<file path="config.mk">
export PLATFORM = sky130hd
export DESIGN_NAME = sorted_priority_queue_core
export DESIGN_NICKNAME = d
export VERILOG_FILES = /design/src/spq_pkg.sv /design/src/spq_cell.sv /design/src/sorted_priority_queue_core.sv
export SDC_FILE = /design/constraint.sdc
export NUM_CORES = 2
export LEC_CHECK = 0
export ABC_AREA = 1
export BUFFER_PORTS_ARGS = -buffer_cell sky130_fd_sc_hd__buf_2
export CORE_MARGIN = 3
export CORE_UTILIZATION = 60
export DETAILED_ROUTE_END_ITERATION = 8
export PLACE_DENSITY = 0.77
export REMOVE_ABC_BUFFERS = 1
export SYNTH_ARGS = -nofsm -noshare
export SYNTH_HDL_FRONTEND = slang
export SYNTH_SLANG_ARGS = --single-unit
</file>
<file path="constraint.sdc">
create_clock -name aclk -period 5.9 [get_ports aclk]
set_input_delay 0.295 -clock aclk [delete_from_list [all_inputs] [get_ports aclk]]
set_output_delay 0.295 -clock aclk [all_outputs]
set_load 0.03 [all_outputs]
</file>
<file path="src/spq_pkg.sv">
// ----------------------------------------------------------------------------
// spq_pkg: shared types for the sorted priority queue
// Holds the action and status codes, the slot type and the broadcast command
// that drives the row of queue cells.
// ----------------------------------------------------------------------------
package spq_pkg;

    localparam int DATA_W = 32;
    localparam int PRI_W  = 16;
    localparam int OCC_W  = 5;

    localparam logic ACT_INSERT = 1'b0;
    localparam logic ACT_REMOVE = 1'b1;

    typedef enum logic [1:0] {
        ST_INSERTED = 2'd0,
        ST_REMOVED  = 2'd1,
        ST_EMPTY    = 2'd2,
        ST_FULL     = 2'd3
    } spq_status_t;

    typedef struct packed {
        logic signed [DATA_W-1:0] data;
        logic signed [PRI_W-1:0]  pri;
    } spq_slot_t;

    // One command per cycle, seen by every cell at once.
    typedef struct packed {
        logic      ins;
        logic      rem;
        spq_slot_t entry;
    } spq_cmd_t;

endpackage

</file>
<file path="src/spq_cell.sv">
// ----------------------------------------------------------------------------
// spq_cell: one slot of the sorted queue
// Holds one entry, flags whether a new entry belongs at or before this slot,
// and on each command takes the new entry, its left or its right neighbor.
// ----------------------------------------------------------------------------
module spq_cell #(
    parameter bit IS_HEAD = 1'b0
) (
    input  logic               aclk,
    input  spq_pkg::spq_cmd_t  cmd,
    input  logic               occupied,
    input  logic               left_before,
    input  spq_pkg::spq_slot_t left_slot,
    input  spq_pkg::spq_slot_t right_slot,
    output logic               ins_here,
    output spq_pkg::spq_slot_t slot
);
    import spq_pkg::*;

    spq_slot_t slot_reg;
    spq_slot_t slot_next;
    logic      pri_hit;

    // The head takes a new entry of equal priority in front of itself; every
    // other slot keeps equal priorities ahead of the new entry.
    assign pri_hit = IS_HEAD ? (cmd.entry.pri <= slot_reg.pri)
                             : (slot_reg.pri > cmd.entry.pri);
    // The flag ripples down the row, so every slot behind the insert point
    // shifts even when its own priority ties with the new entry.
    assign ins_here = left_before || !occupied || pri_hit;

    always_comb begin
        slot_next = slot_reg;
        if (cmd.ins) begin
            if (left_before) begin
                slot_next = left_slot;
            end else if (ins_here) begin
                slot_next = cmd.entry;
            end
        end else if (cmd.rem) begin
            slot_next = right_slot;
        end
    end

    always_ff @(posedge aclk) begin
        slot_reg <= slot_next;
    end

    assign slot = slot_reg;

endmodule

</file>
<file path="src/sorted_priority_queue_core.sv">
// ----------------------------------------------------------------------------
// sorted_priority_queue_core: bounded priority queue in a row of cells
// Entries are held sorted by ascending priority, slot 0 is the head. An
// insert shifts the tail right and drops the new entry in place; a remove
// shifts every slot left and returns the old head.
//
//   Channel  Direction  tdata (low bit up)                     tuser
//   s_       in         item_data, item_priority               action
//   m_       out        head_data, head_priority, occupancy    status
//
// One word is taken per cycle while s_tready is high; its result is registered and appears in the next cycle.
// Every cell compares its priority with the incoming one in parallel, so
// the whole row shifts together.
// A result word waiting in the output register blocks input only while
// m_tready is low; taking it frees the input in the same cycle.
// Reset clears the entry count and the output valid; slots need no clear.
// ----------------------------------------------------------------------------
module sorted_priority_queue_core #(
    parameter int QUEUE_DEPTH = 16
) (
    input  logic        aclk,
    input  logic        aresetn,
    input  logic        s_tvalid,
    output logic        s_tready,
    input  logic [47:0] s_tdata,   // item_data[31:0], item_priority[47:32]
    input  logic [0:0]  s_tuser,   // action[0]
    output logic        m_tvalid,
    input  logic        m_tready,
    output logic [55:0] m_tdata,   // head_data[31:0], head_priority[47:32],
                                   // occupancy[52:48]
    output logic [1:0]  m_tuser    // status[1:0]
);
    import spq_pkg::*;

    localparam int CNT_W = $clog2(QUEUE_DEPTH + 1);

    logic [CNT_W-1:0] count_reg;
    logic [CNT_W-1:0] count_next;
    logic             m_valid_reg;
    spq_status_t      status_reg;
    spq_slot_t        head_reg;
    logic [OCC_W-1:0] occ_reg;

    logic             accept;
    logic             is_remove;
    logic             full;
    logic             empty;
    spq_status_t      status_next;
    spq_cmd_t         cmd;
    logic [CNT_W+OCC_W-1:0] count_ext;

    spq_slot_t        slot_q   [QUEUE_DEPTH];
    logic             before_q [QUEUE_DEPTH];

    assign s_tready  = !m_valid_reg || m_tready;
    assign accept    = s_tvalid && s_tready;
    assign is_remove = (s_tuser[0] == ACT_REMOVE);
    assign full      = (count_reg == CNT_W'(QUEUE_DEPTH));
    assign empty     = (count_reg == '0);

    always_comb begin
        cmd.entry.data = s_tdata[31:0];
        cmd.entry.pri  = s_tdata[47:32];
        cmd.ins        = accept && !is_remove && !full;
        cmd.rem        = accept && is_remove && !empty;
        count_next     = count_reg;
        if (cmd.ins) begin
            count_next = count_reg + CNT_W'(1);
        end else if (cmd.rem) begin
            count_next = count_reg - CNT_W'(1);
        end
        if (is_remove) begin
            status_next = empty ? ST_EMPTY : ST_REMOVED;
        end else begin
            status_next = full ? ST_FULL : ST_INSERTED;
        end
    end

    genvar gi;
    generate
        for (gi = 0; gi < QUEUE_DEPTH; gi++) begin : g_cell
            logic      left_before;
            spq_slot_t left_slot;
            spq_slot_t right_slot;

            if (gi == 0) begin : g_first
                assign left_before = 1'b0;
                assign left_slot   = cmd.entry;
            end else begin : g_mid
                assign left_before = before_q[gi-1];
                assign left_slot   = slot_q[gi-1];
            end

            if (gi == QUEUE_DEPTH - 1) begin : g_last
                assign right_slot = slot_q[gi];
            end else begin : g_inner
                assign right_slot = slot_q[gi+1];
            end

            spq_cell #(
                .IS_HEAD (gi == 0)
            ) u_cell (
                .aclk        (aclk),
                .cmd         (cmd),
                .occupied    (CNT_W'(gi) < count_reg),
                .left_before (left_before),
                .left_slot   (left_slot),
                .right_slot  (right_slot),
                .ins_here    (before_q[gi]),
                .slot        (slot_q[gi])
            );
        end
    endgenerate

    assign count_ext = {{OCC_W{1'b0}}, count_next};

    always_ff @(posedge aclk) begin
        if (!aresetn) begin
            count_reg   <= '0;
            m_valid_reg <= 1'b0;
        end else begin
            count_reg <= count_next;
            if (accept) begin
                m_valid_reg <= 1'b1;
            end else if (m_tready) begin
                m_valid_reg <= 1'b0;
            end
        end
    end

    // The result word carries the old head only on a real remove.
    always_ff @(posedge aclk) begin
        if (accept) begin
            status_reg <= status_next;
            occ_reg    <= count_ext[OCC_W-1:0];
            if (cmd.rem) begin
                head_reg <= slot_q[0];
            end else begin
                head_reg <= '0;
            end
        end
    end

    assign m_tvalid = m_valid_reg;
    assign m_tuser  = status_reg;
    assign m_tdata  = {3'b000, occ_reg, head_reg.pri, head_reg.data};

    a_count_bound : assert property (@(posedge aclk) disable iff (!aresetn)
        count_reg <= CNT_W'(QUEUE_DEPTH))
        else $error("entry count beyond queue depth");

    a_insert_grows : assert property (@(posedge aclk) disable iff (!aresetn)
        cmd.ins |=> count_reg == $past(count_reg) + CNT_W'(1))
        else $error("insert did not grow the entry count");

    a_head_sorted : assert property (@(posedge aclk) disable iff (!aresetn)
        (count_reg >= CNT_W'(2)) |-> (slot_q[0].pri <= slot_q[1].pri))
        else $error("head entry out of order");

    a_empty_status : assert property (@(posedge aclk) disable iff (!aresetn)
        (accept && is_remove && empty) |=> (m_tvalid && m_tuser == ST_EMPTY))
        else $error("remove on empty queue not reported");

endmodule
</file>
==> results.txt <==
outcome - complete, but fails checks
failing checks - design-rule violations
post-synth top area share - 54.0%
row cnt - 100
Final setup viols - 0
Reg clk slew, reported paths - 0.06 ns
starting density of the core - 61.0%
count of clock tree sinks - 829
vias in the first global route - 36,700
largest area contributor in the netlist - edfxtp_1
Placer Congestion - 1.02
I/O Buffers - 109
unrepaired setup endpoints after global routing - no
crit path from - s_tdata[45]
post-route ant nets - 0
Die ar. - 0.0797 sq mm
top layer in use - met5
crit share post-route - 82.3%
Remaining DRCs - 1
DP HPWL - 93.2 mm
drt first pass iters - 9
Placed Cells - 5,641
Mean Syn Cell Area - 9.56 sq um
endpoint class of the critical path - flop
final WL - 153 mm
post-CTS resize count - 0
synth top area cells - edfxtp_1 (54%), nand2_1 (8.7%), nand3_1 (8.1%)
Die W - 282 microns
Initial DRC Count - 6,057
Reg2Reg Depth - 11
WL met2 - 67.2 mm
H-tree depth - 3
Routed WL per cell - 26.2 microns
fin crit period - 4.86 ns
Clock Latency Late Sink - 0.67 ns
Final Hold Fails - 0
post-route setup TNS - 0 ns
CTS Buf Count - 87
post-synthesis cell area - 0.0458 sq mm
fillcell total - 5,824
cell with the most instances after synthesis - nand2_1
critical-path cell list - dlygate4sd3_1 -> buf_2 -> inv_1 -> buf_4 -> ha_1 -> nand4_1 -> nor3_1 -> a21oi_1 -> xor2_1 -> a21oi_1 -> nand4_4 -> nor2_4 -> buf_4 -> a31oi_4 -> buf_4
synth warn - 0
layout cell share with drive strength beyond 1 - 7.79%
R2R Path End - g_cell[13].u_cell.slot[8]
CP Launch Type - input pin
DRT met1 WL - 57.6 mm
gr usage total - 38.0%
Max VDD drop - 0.336 mV
first-pass GRT wire length - 228 mm
crit-path max cell delay - 0.70 ns
reg2reg start - g_cell[11].u_cell.slot[15]
largest net degree at the start of global routing - 226
Pleak - 0.0197 uW
Worst slew margin - 18.2%
Met3 Wirelength - 19.8 mm
Worst Path Required - 6.16 ns
initial antenna violation count - 5
Slew Limit Fails - 0
ys flop type - edfxtp_1
Post-synth EDFFs - 823
fmax - 206 MHz
vias per std cell - 6.74
grt ovf - 0
max FFs per register - 768
crit path to - g_cell[13].u_cell.slot[8]
sequential fraction of the synthesis area - 54.2%
Worst EP arrival - 5.11 ns
CP Max Fanout - 39
Cell Count, Final, Fillers Out - 5,840
actual slew at the worst max-slew pin - 1.23 ns
Commonest cells post-synth - nand2_1 (1,067), edfxtp_1 (823), nand3_1 (742)
pwr/cell area - 387 mW/mm^2
Nets - 5,113
max-cap violations - 0
Worst Skew - 0.0450 ns
Vert. Die Dim - 282 microns
Hold Slack - 0.0290 ns
unique cell type count in the Yosys netlist - 46
Area growth syn-to-layout - 10.1%
I/O pins - 113
root buf cell - clkbuf_16
Setup CP Type - input pin to flop
Post-synth ARST share - 0%
core box area - 0.0751 sq mm
slowest CP cell - nor3_1
CTS tree - yes
routed vias - 39,400
most common cell type on the critical path - buf_4
Synth Instances - 4,792
register-to-register setup slack - 1.13 ns
#FFs+latches synth - 829
hold crit path type - input pin to flop
Max clock buf depth - 3
==> report_power, final <==
group | internal [uW] | switching, uW
sequential | 8220 | 811
combinational | 1500 | 3580
clock | 2980 | 2440
total | 12700 | 6830
==> metrics by stage <==
stage | setup slack, ns | area, sq um | util [%] | total power, uW
floorplan | -47.97 | 44500 | - | 12100
global placement | 1.21 | 47300 | 63.0 | 13800
detailed placement | 1.09 | 47300 | 63.0 | 14000
CTS | 1.23 | 50400 | 67.2 | 19400
global route | 0.938 | 50400 | 67.2 | 20300
finish | 1.04 | 50400 | 67.2 | 19500
==> worst min-delay path by stage <==
stage / from / to / slack (ns) / depth (start not counted)
floorplan: aresetn / count_reg[2] / 0.42 / 1
global placement: m_tvalid / m_tvalid / 0.50 / 2
detailed placement: m_tvalid / m_tvalid / 0.51 / 2
CTS: s_tdata[2] / g_cell[12].u_cell.slot[18] / 0.001 / 3
global route: s_tdata[5] / g_cell[12].u_cell.slot[21] / 0.04 / 3
finish: s_tdata[2] / g_cell[12].u_cell.slot[18] / 0.03 / 3
==> cell families (layout without fill, tap and decap cells) <==
family          count (synthesis)  in the layout  share of synthesized area, %
compound gates                934            934                          13.2
xor+xnor                        6              6                         0.115
fa+ha+maj                     260            260                          7.10
buf+inv                       610            682                          5.18
flops                         829            829                          54.2
other cells                     1              8                       0.00819
simple gates                 2152           2152                          20.2
==> layout by cell type (no fill, tap or decap), types with 22 or more instances in the layout <==
master / instances
nand3_1: 740
ha_1: 260
o211ai_1: 448
dlygate4sd3_1: 39
nand2_1: 1067
inv_1: 223
buf_2: 109
a21oi_1: 111
clkinv_1: 56
nand4_1: 26
o21ai_0: 255
clkbuf_16: 88
nor2_1: 268
edfxtp_1: 823
buf_4: 83
clkbuf_1: 22
o21ai_1: 43
==> cell type report <==
type	instances	area, sq um	share of cell area [%]
Sequential cell	829	24800	49.2
Multi-Input combinational cell	3355	18800	37.2
Clock buffer	113	2330	4.61
Timing Repair Buffer	243	1800	3.57
Tap cell	969	1210	2.40
Inverter	284	1080	2.15
Clock inverter	42	394	0.782
Antenna cell	5	12.5	0.0248
==> what timing repair did <==
item | in CTS | in global routing
hold buffers | 39 | 0
hold endpoints to repair | 41 | 0
endpoints found under the setup margin | 0 | 0
setup buffers | 0 | 0
==> per-layer routing <==
| layer | track usage, % | up-vias |
|---|---|---|
| li1 | - | 17400 |
| met1 | 52.4 | 18500 |
| met2 | 57.0 | 2970 |
| met3 | 8.25 | 523 |
| met4 | 19.8 | 4 |
| met5 | 0 | - |
==> critical path, delay by kind of cell <==
family                   cells  cell delay (ns)
AO/OA/AOI/OAI                3             1.02
adder cells (fa/ha/maj)      1             0.33
buffers and inverters        6             1.80
AND/OR/NAND/NOR              4             1.32
XOR/XNOR                     1             0.24
(Power assumes the default switching activity.)
